[config.mk]
export PLATFORM = sky130hd
export DESIGN_NAME = cellar_hash_set
export DESIGN_NICKNAME = d
export VERILOG_FILES = /design/src/hdl/chs_pkg.sv /design/src/hdl/chs_front.sv /design/src/hdl/chs_fifo.sv /design/src/hdl/chs_back.sv /design/src/hdl/cellar_hash_set.sv
export SDC_FILE = /design/constraint.sdc
export NUM_CORES = 1
export LEC_CHECK = 0
export ABC_AREA = 1
export BUFFER_PORTS_ARGS = -buffer_cell sky130_fd_sc_hd__buf_2
export CAP_MARGIN = 30
export CELL_PAD_IN_SITES_DETAIL_PLACEMENT = 0
export CELL_PAD_IN_SITES_GLOBAL_PLACEMENT = 1
export CORE_ASPECT_RATIO = 1.25
export CORE_UTILIZATION = 25
export CTS_BUF_LIST = sky130_fd_sc_hd__clkbuf_4 sky130_fd_sc_hd__clkbuf_8
export CTS_CLUSTER_DIAMETER = 60
export DETAILED_ROUTE_END_ITERATION = 8
export GPL_ROUTABILITY_DRIVEN = 0
export PLACE_DENSITY = 0.42
export SKIP_LAST_GASP = 1
export SLEW_MARGIN = 5
export SYNTH_ARGS = -nofsm -noshare
export SYNTH_HDL_FRONTEND = slang
export SYNTH_HIERARCHICAL = 1
export SYNTH_SLANG_ARGS = --single-unit
[constraint.sdc]
create_clock -name clk_i -period 6.7 [get_ports clk_i]
set_input_delay 1.34 -clock clk_i [delete_from_list [all_inputs] [get_ports clk_i]]
set_output_delay 1.34 -clock clk_i [all_outputs]
set_load 0.01 [all_outputs]
[src/hdl/chs_pkg.sv]
// Shared types and codes of the cellar hash set.
`timescale 1ns / 1ps

package chs_pkg;

  localparam int unsigned KEY_W       = 16;
  localparam int unsigned REQ_W       = 2;
  localparam int unsigned STATUS_W    = 3;
  localparam int unsigned MARK_W      = 2;
  localparam int unsigned QUEUE_DEPTH = 4;

  // Request codes; the spare code behaves as a lookup.
  typedef enum logic [REQ_W-1:0] {
    REQ_LOOKUP = 2'd0,
    REQ_INSERT = 2'd1,
    REQ_DELETE = 2'd2
  } req_e;

  typedef enum logic [STATUS_W-1:0] {
    ST_FOUND      = 3'd0,
    ST_NOT_FOUND  = 3'd1,
    ST_INSERTED   = 3'd2,
    ST_PRESENT    = 3'd3,
    ST_FULL       = 3'd4,
    ST_DELETED    = 3'd5,
    ST_DEL_MISSED = 3'd6
  } status_e;

  typedef enum logic [MARK_W-1:0] {
    MARK_EMPTY   = 2'd0,
    MARK_USED    = 2'd1,
    MARK_DELETED = 2'd2
  } mark_e;

  typedef enum logic [2:0] {
    BK_CLEAR,
    BK_IDLE,
    BK_WALK,
    BK_FREE,
    BK_LINK,
    BK_DEL
  } back_state_e;

  // Request as it travels from the hash front to the table back end.
  typedef struct packed {
    req_e             req;
    logic [KEY_W-1:0] key;
  } req_t;

endpackage

[src/hdl/chs_front.sv]
// Front end: takes requests and computes the home slot over three stages.
`timescale 1ns / 1ps

module chs_front #(
  parameter int unsigned PRIME_SLOTS = 12,
  parameter int unsigned KEY_BITS    = 16,
  parameter int unsigned HOME_W      = 5
) (
  input  logic                          clk_i,
  input  logic                          rst_ni,
  input  logic                          take_i,
  input  logic [chs_pkg::REQ_W-1:0]     req_type_i,
  input  logic [chs_pkg::KEY_W-1:0]     key_i,
  output logic                          push_o,
  output chs_pkg::req_t                 push_req_o,
  output logic [HOME_W-1:0]             push_home_o,
  output logic [1:0]                    inflight_o
);

  localparam int unsigned KW      = chs_pkg::KEY_W;
  localparam int unsigned SHIFT   = KW + $clog2(PRIME_SLOTS);
  localparam logic [63:0] RECIP   = (64'd1 << SHIFT) / PRIME_SLOTS;
  localparam int unsigned MW      = $clog2(RECIP + 64'd1);
  localparam int unsigned PROD_W  = KW + MW;
  localparam int unsigned PW      = $clog2(PRIME_SLOTS + 1);
  localparam int unsigned QP_W    = KW + PW;
  localparam logic [KW-1:0] KEY_MASK =
    (KEY_BITS >= KW) ? {KW{1'b1}} : KW'((64'd1 << KEY_BITS) - 64'd1);

  logic                v1_q, v2_q, v3_q;
  chs_pkg::req_t       r1_q, r2_q, r3_q;
  logic [PROD_W-1:0]   prod2_q;
  logic [QP_W-1:0]     qp3_q;
  logic [PROD_W-1:0]   prod_d;
  logic [KW-1:0]       quot;
  logic [QP_W-1:0]     qp_d;
  logic [KW-1:0]       rem;
  logic [KW-1:0]       home;

  always_ff @(posedge clk_i or negedge rst_ni) begin
    if (!rst_ni) begin
      v1_q <= 1'b0;
      v2_q <= 1'b0;
      v3_q <= 1'b0;
    end else begin
      v1_q <= take_i;
      v2_q <= v1_q;
      v3_q <= v2_q;
    end
  end

  // Reciprocal multiply gives a quotient that is exact or one short.
  assign prod_d = PROD_W'(r1_q.key) * PROD_W'(RECIP[MW-1:0]);
  assign quot   = KW'(prod2_q >> SHIFT);
  assign qp_d   = QP_W'(quot) * QP_W'(PRIME_SLOTS);

  always_ff @(posedge clk_i) begin
    if (take_i) begin
      r1_q.req <= chs_pkg::req_e'(req_type_i);
      r1_q.key <= key_i & KEY_MASK;
    end
    r2_q    <= r1_q;
    prod2_q <= prod_d;
    r3_q    <= r2_q;
    qp3_q   <= qp_d;
  end

  // Remainder stays below twice the divisor: one correction step.
  assign rem  = r3_q.key - qp3_q[KW-1:0];
  assign home = (rem >= KW'(PRIME_SLOTS)) ? rem - KW'(PRIME_SLOTS) : rem;

  assign push_o      = v3_q;
  assign push_req_o  = r3_q;
  assign push_home_o = home[HOME_W-1:0];
  assign inflight_o  = 2'(v1_q) + 2'(v2_q) + 2'(v3_q);

endmodule

[src/hdl/chs_fifo.sv]
// Short request queue between the hash front and the table back end.
`timescale 1ns / 1ps

module chs_fifo #(
  parameter int unsigned DATA_W = 24,
  parameter int unsigned DEPTH  = 4
) (
  input  logic                         clk_i,
  input  logic                         rst_ni,
  input  logic                         push_i,
  input  logic [DATA_W-1:0]            push_data_i,
  input  logic                         pop_i,
  output logic [DATA_W-1:0]            pop_data_o,
  output logic                         empty_o,
  output logic [$clog2(DEPTH+1)-1:0]   level_o
);

  localparam int unsigned PTR_W = (DEPTH > 1) ? $clog2(DEPTH) : 1;
  localparam int unsigned LVL_W = $clog2(DEPTH + 1);

  logic [DATA_W-1:0] mem_q [DEPTH];
  logic [PTR_W-1:0]  wr_ptr_q, rd_ptr_q;
  logic [LVL_W-1:0]  level_q;

  always_ff @(posedge clk_i or negedge rst_ni) begin
    if (!rst_ni) begin
      wr_ptr_q <= '0;
      rd_ptr_q <= '0;
      level_q  <= '0;
    end else begin
      if (push_i) begin
        wr_ptr_q <= (wr_ptr_q == PTR_W'(DEPTH - 1)) ? '0 : wr_ptr_q + 1'b1;
      end
      if (pop_i) begin
        rd_ptr_q <= (rd_ptr_q == PTR_W'(DEPTH - 1)) ? '0 : rd_ptr_q + 1'b1;
      end
      if (push_i && !pop_i) begin
        level_q <= level_q + 1'b1;
      end else if (pop_i && !push_i) begin
        level_q <= level_q - 1'b1;
      end
    end
  end

  always_ff @(posedge clk_i) begin
    if (push_i) begin
      mem_q[wr_ptr_q] <= push_data_i;
    end
  end

  assign pop_data_o = mem_q[rd_ptr_q];
  assign empty_o    = (level_q == '0);
  assign level_o    = level_q;

endmodule

[src/hdl/chs_back.sv]
// Back end: slot memories, free list and the chain-walking sequencer.
`timescale 1ns / 1ps

module chs_back #(
  parameter int unsigned TOTAL_SLOTS = 16,
  parameter int unsigned PRIME_SLOTS = 12,
  parameter int unsigned LINK_W      = 5
) (
  input  logic                           clk_i,
  input  logic                           rst_ni,
  input  logic                           q_empty_i,
  input  chs_pkg::req_t                  q_req_i,
  input  logic [LINK_W-1:0]              q_home_i,
  output logic                           q_pop_o,
  output logic                           clearing_o,
  output logic                           done_o,
  output logic [chs_pkg::STATUS_W-1:0]   status_o
);

  localparam int unsigned IDX_W  = $clog2(TOTAL_SLOTS);
  localparam int unsigned KW     = chs_pkg::KEY_W;
  localparam int unsigned META_W = chs_pkg::MARK_W + LINK_W;
  localparam logic [LINK_W-1:0] NULL_LINK  = LINK_W'(TOTAL_SLOTS);
  localparam logic [LINK_W-1:0] PRIME_LINK = LINK_W'(PRIME_SLOTS);
  localparam logic [LINK_W-1:0] FREE_RESET =
    (PRIME_SLOTS < TOTAL_SLOTS) ? LINK_W'(PRIME_SLOTS) : LINK_W'(TOTAL_SLOTS);

  logic [KW-1:0]     key_mem  [TOTAL_SLOTS];
  logic [META_W-1:0] meta_mem [TOTAL_SLOTS];

  chs_pkg::back_state_e state_q, state_d;
  chs_pkg::req_e        req_q, req_d;
  logic [KW-1:0]        key_q, key_d;
  logic [LINK_W-1:0]    home_q, home_d;
  logic [LINK_W-1:0]    idx_q, idx_d;
  logic [LINK_W-1:0]    step_q, step_d;
  logic [LINK_W-1:0]    prev_q, prev_d;
  chs_pkg::mark_e       prev_mark_q, prev_mark_d;
  chs_pkg::mark_e       home_mark_q, home_mark_d;
  logic [LINK_W-1:0]    home_next_q, home_next_d;
  logic [LINK_W-1:0]    link_q, link_d;
  logic [LINK_W-1:0]    clr_q, clr_d;
  logic [LINK_W-1:0]    free_head_q, free_head_d;
  logic                 done_q, done_d;
  chs_pkg::status_e     status_q, status_d;

  logic                 rd_en;
  logic [LINK_W-1:0]    rd_addr;
  logic [KW-1:0]        rd_key_q;
  chs_pkg::mark_e       rd_mark_q;
  logic [LINK_W-1:0]    rd_next_q;

  logic                 wr_meta, wr_key;
  logic [LINK_W-1:0]    wr_addr;
  chs_pkg::mark_e       wr_mark;
  logic [LINK_W-1:0]    wr_next;

  logic                 hit, first, last_step, next_null, is_lookup;
  chs_pkg::mark_e       cur_home_mark;
  logic [LINK_W-1:0]    cur_home_next;

  always_ff @(posedge clk_i) begin
    if (wr_meta) begin
      meta_mem[wr_addr[IDX_W-1:0]] <= {wr_mark, wr_next};
    end
    if (wr_key) begin
      key_mem[wr_addr[IDX_W-1:0]] <= key_q;
    end
    if (rd_en) begin
      rd_key_q  <= key_mem[rd_addr[IDX_W-1:0]];
      rd_mark_q <= chs_pkg::mark_e'(meta_mem[rd_addr[IDX_W-1:0]][META_W-1:LINK_W]);
      rd_next_q <= meta_mem[rd_addr[IDX_W-1:0]][LINK_W-1:0];
    end
  end

  always_ff @(posedge clk_i or negedge rst_ni) begin
    if (!rst_ni) begin
      state_q     <= chs_pkg::BK_CLEAR;
      clr_q       <= '0;
      free_head_q <= FREE_RESET;
      done_q      <= 1'b0;
    end else begin
      state_q     <= state_d;
      clr_q       <= clr_d;
      free_head_q <= free_head_d;
      done_q      <= done_d;
    end
  end

  always_ff @(posedge clk_i) begin
    req_q       <= req_d;
    key_q       <= key_d;
    home_q      <= home_d;
    idx_q       <= idx_d;
    step_q      <= step_d;
    prev_q      <= prev_d;
    prev_mark_q <= prev_mark_d;
    home_mark_q <= home_mark_d;
    home_next_q <= home_next_d;
    link_q      <= link_d;
    status_q    <= status_d;
  end

  assign hit       = (rd_mark_q == chs_pkg::MARK_USED) && (rd_key_q == key_q);
  assign first     = (step_q == '0);
  assign last_step = (step_q == NULL_LINK);
  assign next_null = (rd_next_q >= NULL_LINK);
  assign is_lookup = (req_q != chs_pkg::REQ_INSERT) && (req_q != chs_pkg::REQ_DELETE);
  assign cur_home_mark = first ? rd_mark_q : home_mark_q;
  assign cur_home_next = first ? rd_next_q : home_next_q;

  always_comb begin
    state_d     = state_q;
    req_d       = req_q;
    key_d       = key_q;
    home_d      = home_q;
    idx_d       = idx_q;
    step_d      = step_q;
    prev_d      = prev_q;
    prev_mark_d = prev_mark_q;
    home_mark_d = home_mark_q;
    home_next_d = home_next_q;
    link_d      = link_q;
    clr_d       = clr_q;
    free_head_d = free_head_q;
    done_d      = 1'b0;
    status_d    = status_q;
    q_pop_o     = 1'b0;
    rd_en       = 1'b0;
    rd_addr     = '0;
    wr_meta     = 1'b0;
    wr_key      = 1'b0;
    wr_addr     = '0;
    wr_mark     = chs_pkg::MARK_EMPTY;
    wr_next     = NULL_LINK;

    unique case (state_q)
      chs_pkg::BK_CLEAR: begin
        // Restore marks and links: prime slots null, overflow slots chained.
        wr_meta = 1'b1;
        wr_addr = clr_q;
        wr_next = (clr_q < PRIME_LINK || clr_q + 1'b1 >= NULL_LINK) ? NULL_LINK
                                                                    : clr_q + 1'b1;
        clr_d   = clr_q + 1'b1;
        if (clr_q == NULL_LINK - 1'b1) begin
          state_d = chs_pkg::BK_IDLE;
        end
      end

      chs_pkg::BK_IDLE: begin
        if (!q_empty_i) begin
          q_pop_o = 1'b1;
          req_d   = q_req_i.req;
          key_d   = q_req_i.key;
          home_d  = q_home_i;
          if (q_home_i >= NULL_LINK) begin
            done_d = 1'b1;
            unique case (q_req_i.req)
              chs_pkg::REQ_INSERT: status_d = chs_pkg::ST_FULL;
              chs_pkg::REQ_DELETE: status_d = chs_pkg::ST_DEL_MISSED;
              default:             status_d = chs_pkg::ST_NOT_FOUND;
            endcase
          end else begin
            rd_en   = 1'b1;
            rd_addr = q_home_i;
            idx_d   = q_home_i;
            step_d  = '0;
            state_d = chs_pkg::BK_WALK;
          end
        end
      end

      chs_pkg::BK_WALK: begin
        if (first) begin
          home_mark_d = rd_mark_q;
          home_next_d = rd_next_q;
        end
        if (req_q == chs_pkg::REQ_DELETE) begin
          if (hit && first) begin
            wr_meta  = 1'b1;
            wr_addr  = idx_q;
            wr_mark  = chs_pkg::MARK_DELETED;
            wr_next  = rd_next_q;
            done_d   = 1'b1;
            status_d = chs_pkg::ST_DELETED;
            state_d  = chs_pkg::BK_IDLE;
          end else if (hit) begin
            // Return the node to the free list; relink its predecessor next.
            wr_meta     = 1'b1;
            wr_addr     = idx_q;
            wr_mark     = chs_pkg::MARK_EMPTY;
            wr_next     = free_head_q;
            free_head_d = idx_q;
            link_d      = rd_next_q;
            state_d     = chs_pkg::BK_DEL;
          end else begin
            prev_d      = idx_q;
            prev_mark_d = rd_mark_q;
            if (last_step || next_null) begin
              done_d   = 1'b1;
              status_d = chs_pkg::ST_DEL_MISSED;
              state_d  = chs_pkg::BK_IDLE;
            end else begin
              rd_en   = 1'b1;
              rd_addr = rd_next_q;
              idx_d   = rd_next_q;
              step_d  = step_q + 1'b1;
            end
          end
        end else begin
          if (hit) begin
            done_d   = 1'b1;
            status_d = is_lookup ? chs_pkg::ST_FOUND : chs_pkg::ST_PRESENT;
            state_d  = chs_pkg::BK_IDLE;
          end else if (rd_mark_q != chs_pkg::MARK_EMPTY && !last_step && !next_null) begin
            rd_en   = 1'b1;
            rd_addr = rd_next_q;
            idx_d   = rd_next_q;
            step_d  = step_q + 1'b1;
          end else if (is_lookup) begin
            done_d   = 1'b1;
            status_d = chs_pkg::ST_NOT_FOUND;
            state_d  = chs_pkg::BK_IDLE;
          end else if (cur_home_mark != chs_pkg::MARK_USED) begin
            // Reuse an empty or deleted home slot; its chain stays.
            wr_meta  = 1'b1;
            wr_key   = 1'b1;
            wr_addr  = home_q;
            wr_mark  = chs_pkg::MARK_USED;
            wr_next  = cur_home_next;
            done_d   = 1'b1;
            status_d = chs_pkg::ST_INSERTED;
            state_d  = chs_pkg::BK_IDLE;
          end else if (free_head_q >= NULL_LINK) begin
            done_d   = 1'b1;
            status_d = chs_pkg::ST_FULL;
            state_d  = chs_pkg::BK_IDLE;
          end else begin
            rd_en   = 1'b1;
            rd_addr = free_head_q;
            idx_d   = free_head_q;
            state_d = chs_pkg::BK_FREE;
          end
        end
      end

      chs_pkg::BK_FREE: begin
        // Pop the node and splice it in right after the home slot.
        free_head_d = rd_next_q;
        wr_meta     = 1'b1;
        wr_key      = 1'b1;
        wr_addr     = idx_q;
        wr_mark     = chs_pkg::MARK_USED;
        wr_next     = home_next_q;
        state_d     = chs_pkg::BK_LINK;
      end

      chs_pkg::BK_LINK: begin
        wr_meta  = 1'b1;
        wr_addr  = home_q;
        wr_mark  = home_mark_q;
        wr_next  = idx_q;
        done_d   = 1'b1;
        status_d = chs_pkg::ST_INSERTED;
        state_d  = chs_pkg::BK_IDLE;
      end

      chs_pkg::BK_DEL: begin
        wr_meta  = 1'b1;
        wr_addr  = prev_q;
        wr_mark  = prev_mark_q;
        wr_next  = link_q;
        done_d   = 1'b1;
        status_d = chs_pkg::ST_DELETED;
        state_d  = chs_pkg::BK_IDLE;
      end

      default: begin
        state_d = chs_pkg::BK_IDLE;
      end
    endcase
  end

  assign clearing_o = (state_q == chs_pkg::BK_CLEAR);
  assign done_o     = done_q;
  assign status_o   = status_q;

endmodule

[src/hdl/cellar_hash_set.sv]
// Top level of the cellar hash set: hash front, request queue, table back end.
`timescale 1ns / 1ps

// Hash set of keys with a prime area of PRIME_SLOTS home slots (home = key
// mod PRIME_SLOTS) and an overflow area of TOTAL_SLOTS - PRIME_SLOTS chain
// nodes kept on a free list. Issue a request by raising start_i while busy_o
// is low; req_type_i selects lookup (0, and the spare code 3), insert (1) or
// delete (2). Every request gives exactly one status on status_o, marked by a
// one-cycle done_o pulse, in request order. The receiver cannot hold results
// off: sample status_o whenever done_o is high. The front computes the home
// slot by reciprocal multiplication in registered stages, then the request
// waits in a four-entry queue. The back end pops it and reads the home slot,
// then reads each slot visited on the chain in turn through the single read
// port of the slot memory, and ends an insert into the overflow area or a
// chain delete with further writes. It works on one request at a time. After
// reset the back end runs a clearing pass over the slot memory, during which
// busy_o stays high. PRIME_SLOTS must not exceed TOTAL_SLOTS; keys are masked
// to KEY_BITS bits.

module cellar_hash_set #(
  parameter int unsigned TOTAL_SLOTS = 16,
  parameter int unsigned PRIME_SLOTS = 12,
  parameter int unsigned KEY_BITS    = 16
) (
  input  logic                          clk_i,
  input  logic                          rst_ni,
  input  logic                          start_i,
  output logic                          busy_o,
  input  logic [chs_pkg::REQ_W-1:0]     req_type_i,
  input  logic [chs_pkg::KEY_W-1:0]     key_i,
  output logic                          done_o,
  output logic [chs_pkg::STATUS_W-1:0]  status_o
);

  // Link width holds every slot index plus the null link (TOTAL_SLOTS).
  localparam int unsigned LINK_W = $clog2(TOTAL_SLOTS + 1);
  localparam int unsigned ENTRY_W = LINK_W + $bits(chs_pkg::req_t);
  localparam int unsigned DEPTH  = chs_pkg::QUEUE_DEPTH;
  localparam int unsigned LVL_W  = $clog2(DEPTH + 1);

  logic                take;
  logic                push;
  chs_pkg::req_t       push_req;
  logic [LINK_W-1:0]   push_home;
  logic [1:0]          inflight;
  logic [ENTRY_W-1:0]  pop_data;
  logic                q_empty;
  logic [LVL_W-1:0]    q_level;
  logic                q_pop;
  logic                clearing;
  logic [LVL_W:0]      occupancy;

  // Accept a request only when the queue has room for everything in flight.
  assign occupancy = (LVL_W + 1)'(q_level) + (LVL_W + 1)'(inflight);
  assign busy_o    = clearing || (occupancy >= (LVL_W + 1)'(DEPTH));
  assign take      = start_i && !busy_o;

  chs_front #(
    .PRIME_SLOTS (PRIME_SLOTS),
    .KEY_BITS    (KEY_BITS),
    .HOME_W      (LINK_W)
  ) u_front (
    .clk_i       (clk_i),
    .rst_ni      (rst_ni),
    .take_i      (take),
    .req_type_i  (req_type_i),
    .key_i       (key_i),
    .push_o      (push),
    .push_req_o  (push_req),
    .push_home_o (push_home),
    .inflight_o  (inflight)
  );

  chs_fifo #(
    .DATA_W (ENTRY_W),
    .DEPTH  (DEPTH)
  ) u_fifo (
    .clk_i       (clk_i),
    .rst_ni      (rst_ni),
    .push_i      (push),
    .push_data_i ({push_home, push_req}),
    .pop_i       (q_pop),
    .pop_data_o  (pop_data),
    .empty_o     (q_empty),
    .level_o     (q_level)
  );

  chs_back #(
    .TOTAL_SLOTS (TOTAL_SLOTS),
    .PRIME_SLOTS (PRIME_SLOTS),
    .LINK_W      (LINK_W)
  ) u_back (
    .clk_i      (clk_i),
    .rst_ni     (rst_ni),
    .q_empty_i  (q_empty),
    .q_req_i    (chs_pkg::req_t'(pop_data[$bits(chs_pkg::req_t)-1:0])),
    .q_home_i   (pop_data[ENTRY_W-1:$bits(chs_pkg::req_t)]),
    .q_pop_o    (q_pop),
    .clearing_o (clearing),
    .done_o     (done_o),
    .status_o   (status_o)
  );

endmodule
Word-level counts from Yosys, hierarchy flattened --
Memory sizes are Yosys's and may differ from the RTL's. A register that Yosys moved wholly into a read port is not among the register bits. Index checks and enable logic that the tools add are counted.
Storage, ports and cells: memories kept 3, word-level logic and storage cells 262, output and inout bits 5, flip-flop bits (word level) 178, memory bits (writable) 460, bits of input ports 21
Operators by class: reductions and logical operators 34, $add $sub $neg 11, $mul 2, $lt $le $gt $ge 7, eq/ne operators 36, mux-type cells 137, bitwise gates (word level) 3
Memory list:
- u_back.key_mem | words 16, width 16, rd ports 1, clocked after Yosys merged registers in 1, wr ports 1, line chs_back.sv:28 | logic [KW-1:0] key_mem [TOTAL_SLOTS];
- u_back.meta_mem | words 16, width 7, rd ports 1, clocked after Yosys merged registers in 1, wr ports 1, line chs_back.sv:29 | logic [META_W-1:0] meta_mem [TOTAL_SLOTS];
- u_fifo.mem_q | words 4, width 23, rd ports 1, clocked after Yosys merged registers in 0, wr ports 1, line chs_fifo.sv:21 | logic [DATA_W-1:0] mem_q [DEPTH];
Operators by type and width (count):
- 5-bit two-way mux | 32
- 3-bit two-way mux | 24
- 4-bit two-way mux | 18
- 1-bit two-way mux | 39
- 16-bit by 17-bit multiplier with 33-bit output (second input constant) | 1
- 5-bit one-hot mux with 2 select lines | 3
- 5-bit one-hot mux with 5 select lines | 1
- 3-bit one-hot mux with 4 select lines | 2
- 5-bit >= comparator (second input constant) | 4
- 2-bit two-way mux | 10
- 4-bit one-hot mux with 5 select lines | 1
- 16-bit == test | 1
- 16-bit by 4-bit >= comparator with 1-bit output (second input constant) | 1
- 16-bit subtractor | 1
- 13-bit by 2-bit multiplier with 14-bit output (second input constant) | 1
- 7-bit AND reduction | 2
- 2-bit by 1-bit inequality test with 1-bit output (second input constant) | 6
- 4-bit by 2-bit inequality test with 1-bit output (second input constant) | 3
- 4-bit inequality test (second input constant) | 3
- 4-bit AND reduction | 3
- 5-bit by 1-bit adder with 5-bit output (second input constant) | 2
- 2-bit inequality test (second input constant) | 5
- 9-bit AND reduction | 1
- 2-bit == test (second input constant) | 4
- 36 further kinds | 62

Logic depth before layout (Yosys ltp) --
Gate-level depths: netlist of run 1.
depth after elaboration 11, depth in mapped cells 23

Cells and area by module --
Netlist of run 1, hierarchy kept.
By module, submodules not included:
- chs_back | instances 1, cells each 2126, area an instance 21516.9 um^2, sequential area each 13685.6 um^2
- chs_front | instances 1, cells each 881, area an instance 7335.8 um^2, sequential area each 1876.8 um^2
- chs_fifo | instances 1, cells each 318, area an instance 4082.7 um^2, sequential area each 2937.8 um^2
- cellar_hash_set | instances 1, cells each 7, area an instance 47.5 um^2, sequential area each 0.0 um^2

Worst setup path before layout of run 1 --
OpenSTA, ideal clock, no wires.
kind reg-to-reg, from reg u_front/r1_q[3] (netlist bit), to reg u_front.prod2_q[28], period minus slack after synthesis 4927 ps, setup slack 1773 ps, stages on the path, launching flop included 21, library setup time 120 ps, arrival time 4808 ps, data required time 6580 ps, buffers on the path 0, path through edfxtp_1 > ha_1 > inv_1 > fa_1 > inv_1 > fa_1 > inv_1 > fa_1 > inv_1 > fa_1 > inv_1 > fa_1 > inv_1 > ha_1 > nand2_1 > nand2_1 > a21boi_0 > o21ai_0 > a21oi_1 > nand2_1 > xor2_1
On the way: longest elaborated chain between the ends 1
RTL lines:
- start, declared | line chs_front.sv:31 | chs_pkg::req_t r1_q, r2_q, r3_q;
- 16-bit by 17-bit multiplier with 33-bit output | line chs_front.sv:53 | assign prod_d = PROD_W'(r1_q.key) * PROD_W'(RECIP[MW-1:0]);
- named net u_front.prod_d[28] | line chs_front.sv:34 | logic [PROD_W-1:0] prod_d;
- end signal, assigned | line chs_front.sv:63 | prod2_q <= prod_d;
- end, declared | line chs_front.sv:32 | logic [PROD_W-1:0] prod2_q;
The timed path passes the listed nets, and every way through them passes these cells. A chain may end at the register's enable or synchronous reset.

Worst setup path after layout of run 1 --
from reg u_front/r1_q[3] (netlist bit), to reg u_front.prod2_q[32]
The elaborated chain is that of the path after synthesis.

==> run metrics, run 1 <==
status=finished, final reports clean; largest net degree at the start of global routing=around 190; minimum clock period=5441 ps; Max Cap Violations=0; DRC errors left=0; r2r worst-path depth=21; unrepaired setup endpoints after global routing=no; Syn Area/Cell=9.899 µm²; via count=between 20,000 and 25,000; # IOs=26; TritonCTS Buffers=between 100 and 150; root buf cell=clkbuf_8; DIE AREA=133,400 µm²; post-synthesis sequential area ratio=around 56%; TritonCTS clock tree=yes; hold depth=0; synthesized instance count=3,332; total negative setup slack=0 ps; drt via density=approximately 4.5; layout cells sized above 1=9.802%; commonest non-fill, non-tap cells in the layout=inv_1 (719), nand2_1 (576), edfxtp_1 (554); Routed met1 length=about 43 mm; Final Max Tran Viols=0; CTS Hold Buffers Added=0; starting density of the core=25.26%; FFs w/ async S/R, synth=about 3.7%; Slew HR=about a third; Total GRT Usage=approximately 16%; worst path required time=roughly 7400 ps; crit path launch type=flop; GR Overflow Total=0; Fmax=approximately 0.18 GHz; floorplan row count=about 150; HP Class=reg2reg; Final nets=approximately 3,600; post-route ant nets=0; synthesized flop and latch total=roughly 640; Core Box Area=130,600 µm²; critical path type=reg2reg; slack of the worst reg-to-reg path=1260 ps; Main synth FF type=edfxtp_1; H-tree depth=3; PortBufs=25; WL met3=about 3.5 mm; post-synth cell types=60; area of the multi-input gates=roughly 11,000 µm²; syn_nets=between 3,000 and 4,000; most common cell after layout, fill and taps aside=inv_1; Syn Std Cell Area=~33,000 µm²; Post-CTS Resized=0; final period utilization=81.20%; clock sink count=641; Setup Skew=around 32 ps; Worst-Margin Slew=just over 1000 ps; Post-synth EDFFs=554; CP Data Arrival Time=between 6000 and 7000 ps; filler instances=~14,000; drt pass-1 iters=5; initial antenna violation count=1; first-pass GRT wire length=around 160 mm; final setup vio count=0; WL per Instance=between 15 and 20 µm; endpoints failing hold=0; flip-flop and latch area=~19,000 µm²; crit-path max FO=4; Routed WL=roughly 100 mm; critical path capture point type=flop; clk_lat worst skew=~800 ps; Worst-path clk slew=roughly 60 ps; DR iter-0 viols=about 1,400; Top Layer Used=met4; met2 wire len=approximately 55 mm; post-DP HPWL=66.96 mm; die height=roughly 400 µm; Post-CTS Setup Repair Bufs=0; synth-to-layout area growth=13.87%; number of global-route vias before repair=23,910; Ys Warns=6; die width=326.9 µm; Bufs on Longest Clock Path=3
## registers in the layout, indices dropped and copies added (netlist names), 3 cells and up
register	flops
u_back/key_q	16
u_front/qp3_q	14
u_back/rd_key_q	16
u_front/prod2_q	15
u_back/meta_mem	112
u_back/rd_next_q	5
u_front/push_req_o	18
u_front/r2_q	16
u_fifo/mem_q	92
u_back/key_mem	256
u_back/free_head_q	5
u_back/state_q	3
u_fifo/level_o	3
u_back/home_q	4
u_back/status_o	3
u_back/home_next_q	5
u_back/idx_q	5
u_front/r1_q	18
u_back/link_q	5
u_back/prev_q	4
u_back/clr_q	5
u_back/step_q	5
## per-stage QoR
stage | util [%] | instances | hold WS (ps) | cell area, µm² | setup slack [ps]
after floorplan | - | 3332 | 309.6 | 32980 | 1773
after global placement | 26.91 | 4995 | 313.2 | 35140 | 1216
after detailed placement | 26.96 | 5001 | 314.3 | 35200 | 1257
after CTS | 28.74 | 5212 | 328.6 | 37530 | 1219
after global routing | 28.77 | 5215 | 337.0 | 37560 | 841.0
final | 28.77 | 5215 | 325.3 | 37560 | 1259
## final cells by class
cell class	instances	share of cell area, %
antenna	1	0.006663
sequential	641	49.26
inverter	732	7.316
tap	1725	5.747
timing repair buffer	86	1.806
multi-input combinational	1819	29.68
clock buffer	151	5.167
clock inverter	60	1.019
## worst max-delay path: stages (launching register included)
cell      delay [ps]
edfxtp_1         440
ha_1             360
inv_1             70
fa_1             510
inv_1             70
fa_1             620
inv_1            120
fa_1             550
inv_1             60
fa_1             500
inv_1             50
fa_1             480
inv_1             40
ha_1             320
nand2_1           80
nand2_1           60
a21boi_0         420
o21ai_0          200
a31oi_1          210
nand2_1           70
nand2_1           70
nand2_1           50
## kinds of logic (layout without fill, tap and decap cells)
logic type               Yosys count  count (layout)  share of synthesized area, %
AO/OA/AOI/OAI                    240             240                         4.651
XOR/XNOR                          24              24                        0.6373
adder cells (fa/ha/maj)          194             194                         8.793
buffers and inverters            872            1029                         10.60
flip-flops                       641             641                         56.09
other                              0               1                             0
AND/OR/NAND/NOR                 1361            1361                         19.23
## routing by layer
layer	track usage [%]	vias to the layer above
met5	0	-
met4	6.018	0
met3	2.011	162
met2	28.64	454
met1	18.21	11405
li1	-	11287
## Yosys cell counts, types with 10 or more instances
| library cell | count | area [µm²] |
|---|---|---|
| a31oi_1 | 14 | 87.58 |
| clkbuf_1 | 46 | 172.7 |
| dfxtp_1 | 63 | 1261 |
| buf_4 | 25 | 187.7 |
| xor2_1 | 17 | 148.9 |
| nor3_1 | 31 | 155.2 |
| fa_1 | 63 | 1261 |
| o21bai_1 | 17 | 127.6 |
| o211ai_1 | 54 | 405.4 |
| a21oi_1 | 49 | 245.2 |
| inv_1 | 719 | 2699 |
| o21ai_0 | 56 | 280.3 |
| edfxtp_1 | 554 | 16640 |
| ha_1 | 131 | 1639 |
| nor2_2 | 10 | 62.56 |
| dfrtp_1 | 22 | 550.5 |
| nand3_1 | 389 | 1947 |
| nand2_1 | 578 | 2170 |
| buf_2 | 56 | 280.3 |
| nand4_1 | 214 | 1339 |
| nor2_1 | 108 | 405.4 |
| inv_2 | 11 | 41.29 |
## path summary, 6_finish.rpt
check,start,to
max in group asynchronous,rst_ni,u_fifo/rd_ptr_q[1]
worst max-delay path,u_front/r1_q[3],u_front/prod2_q[32]
worst min-delay path,u_front/r2_q[8],u_front/push_req_o[8]
min in group asynchronous,rst_ni,u_back/free_head_q[1]
worst max register to register,u_front/r1_q[3],u_front/prod2_q[32]
worst min register to register,u_front/r2_q[8],u_front/push_req_o[8]
Power of run 1 is left out: the tool's default activity adds up to more than one toggle a clock period on the data nets, which glitch-free logic cannot reach.
==> inputs of run 2 (changes only) <==
==> constraint.sdc (replaced) <==
create_clock -name clk_i -period 5.1 [get_ports clk_i]
set_input_delay 1.02 -clock clk_i [delete_from_list [all_inputs] [get_ports clk_i]]
set_output_delay 1.02 -clock clk_i [all_outputs]
set_load 0.01 [all_outputs]
==> run 2 against run 1 <==
Register-to-register slack got worse by 1100 ps. Count of clock-buffer cells in the layout up 18. Critical path depth up 3. Sequential share of layout area decreased by 0.95 points. Design area increased by 2.0%. Final cell count grew 0.88%. Worst hold slack worse by 87 ps. Fmax is 10% higher. Largest cell class unchanged.
==> run metrics, run 2 (synthesized netlist as in run 1, its figures left out) <==
PortBufs=25 (unchanged); slowest stage delay, CP=580 ps (-40 ps); Largest register FFs=256 (unchanged); M2 GR Usage=28.28% (-0.36 points); Max Cap Violations=0 (unchanged); H-tree depth=3 (unchanged); worst path required time=5760 ps (-1620 ps); CP Cell Sequence=ha_4 > inv_2 > fa_1 > inv_2 > fa_1 > inv_2 > fa_1 > inv_2 > fa_1 > inv_1 > fa_1 > inv_2 > ha_4 > nand2_1 > nand2_1 > a21oi_2 > o21ai_4 > buf_6 > nand2_4 > nand2_4 > nand2_2 > nand2_1 > nand2_1 > nand2_1; endpoints failing hold=0 (unchanged); critical path capture point type=flop; DRC errors left=0 (unchanged); via count=23,520 (+0.91%); Routed WL=103.8 mm (-0.32%); # IOs=26 (unchanged); final instance area=38,300 µm² (+2.0%); WL per Instance=19.73 µm (-1.2%); crit-path max FO=3 (-1); DIE AREA=133,400 µm² (unchanged); starting density of the core=25.26% (unchanged); unrepaired setup endpoints after global routing=yes; Total GRT Usage=15.65% (+0.052 points); M3 GR Usage=1.909% (-0.10 points); floorplan row count=148 (unchanged); r2r worst-path depth=24 (+14%); Fmax=0.2031 GHz (+10%); drt via density=4.471 (about the same); critical path type=reg2reg; synth-to-layout area growth=16.11%; Slew HR=26.91% (-5.0 points); clk_lat worst skew=790 ps (about the same); met1 Resource Use GR=18.89% (+0.68 points); Bufs on Longest Clock Path=3 (unchanged); largest net degree at the start of global routing=185 (unchanged); Final nets=3,652 (+1.2%); DP Area=35,550 µm² (+0.99%); number of global-route vias before repair=24,064 (+0.64%); Worst-path clk slew=70 ps (about the same); post-route ant nets=0 (unchanged); gr busiest metal=met2; clock sink count=641 (unchanged); CTS Hold Buffers Added=0 (unchanged); first-pass GRT wire length=156.9 mm (+1.2%); HP Class=in2async; GR Overflow Total=0 (unchanged); final setup vio count=0 (unchanged); layout cells sized above 1=12.33% (+2.5 points); most common cell after layout, fill and taps aside=inv_1; drt pass-1 iters=5 (unchanged); Setup Skew=38.94 ps (+7.170 ps); root buf cell=clkbuf_8; Core Box Area=130,600 µm² (unchanged); CP top delay family=adder cells; initial antenna violation count=1 (unchanged); final period utilization=96.56% (+15 points); CP Data Arrival Time=5580 ps (-540 ps); die width=326.9 µm (unchanged); filler instances=13,610 (+0.20%); status=finished, final reports clean; crit path launch type=flop; Worst Path Buf+Inv=7 (+1); minimum clock period=4924 ps (-516.2 ps); Min Hold Slack=238.0 ps (-87.28 ps); TritonCTS clock tree=yes; Final Max Tran Viols=0 (unchanged); post-DP HPWL=67.57 mm (+0.91%); Worst-Margin Slew=1096 ps (+75.43 ps); DR iter-0 viols=1,368 (-0.29%); critical path's slowest cell=fa_1; CP Depth=24 (+14%); commonest non-fill, non-tap cells in the layout=inv_1 (710), nand2_1 (565), edfxtp_1 (554); die height=408.1 µm (unchanged); TritonCTS Buffers=115 (+1.8%)
-- run 2: final timing paths --
path	startpoint	to	slack (ps)
worst min-delay path	rst_ni	u_back/free_head_q[4]	240
worst min register to register	u_front/r2_q[2]	u_front/push_req_o[2]	320
min in group clk_i	u_front/r2_q[2]	u_front/push_req_o[2]	320
worst max register to register	u_front/r1_q[3]	u_front/prod2_q[32]	180
worst max-delay path	u_front/r1_q[3]	u_front/prod2_q[32]	180
max in group asynchronous	rst_ni	u_fifo/rd_ptr_q[1]	4430
-- run 2: per-stage QoR --
| step | setup slack [ps] | util [%] | setup TNS, ps | cells |
|---|---|---|---|---|
| after floorplan | 172.7 | - | 0 | 3332 |
| after global placement | -138.1 | 27.22 | -368.5 | 5035 |
| after detailed placement | -183.7 | 27.23 | -557.0 | 5037 |
| after CTS | -0.07194 | 29.13 | -0.07194 | 5253 |
| after global routing | -79.17 | 29.33 | -327.6 | 5261 |
| final | 175.6 | 29.33 | 0 | 5261 |
-- run 2: per-layer routing --
| metal | vias to the layer above | part of all wire, % |
|---|---|---|
| met5 | - | 0 |
| met4 | 0 | 2.7 |
| met3 | 147 | 3.4 |
| met2 | 444 | 52 |
| met1 | 11540 | 42 |
| li1 | 11389 | - |
-- run 2: timing repair --
item	CTS	global route
setup buffers	1	6
cloned	0	0
setup endpoints to repair	6	13
pin swaps	5	24
resized for setup	5	57
-- run 2: layout make-up --
cell class              instances  area, µm²  area share, %
clock inverters                46      375.4         0.9801
well taps                    1725       2158          5.636
multi-input cells            1819      11350          29.64
inverters                     732       2750          7.181
diodes                          1      2.502       0.006534
clock buffers                 169       2076          5.420
repair buffers                128       1082          2.826
flip-flops and latches        641      18500          48.31
Power of run 2 is left out for the same reason.
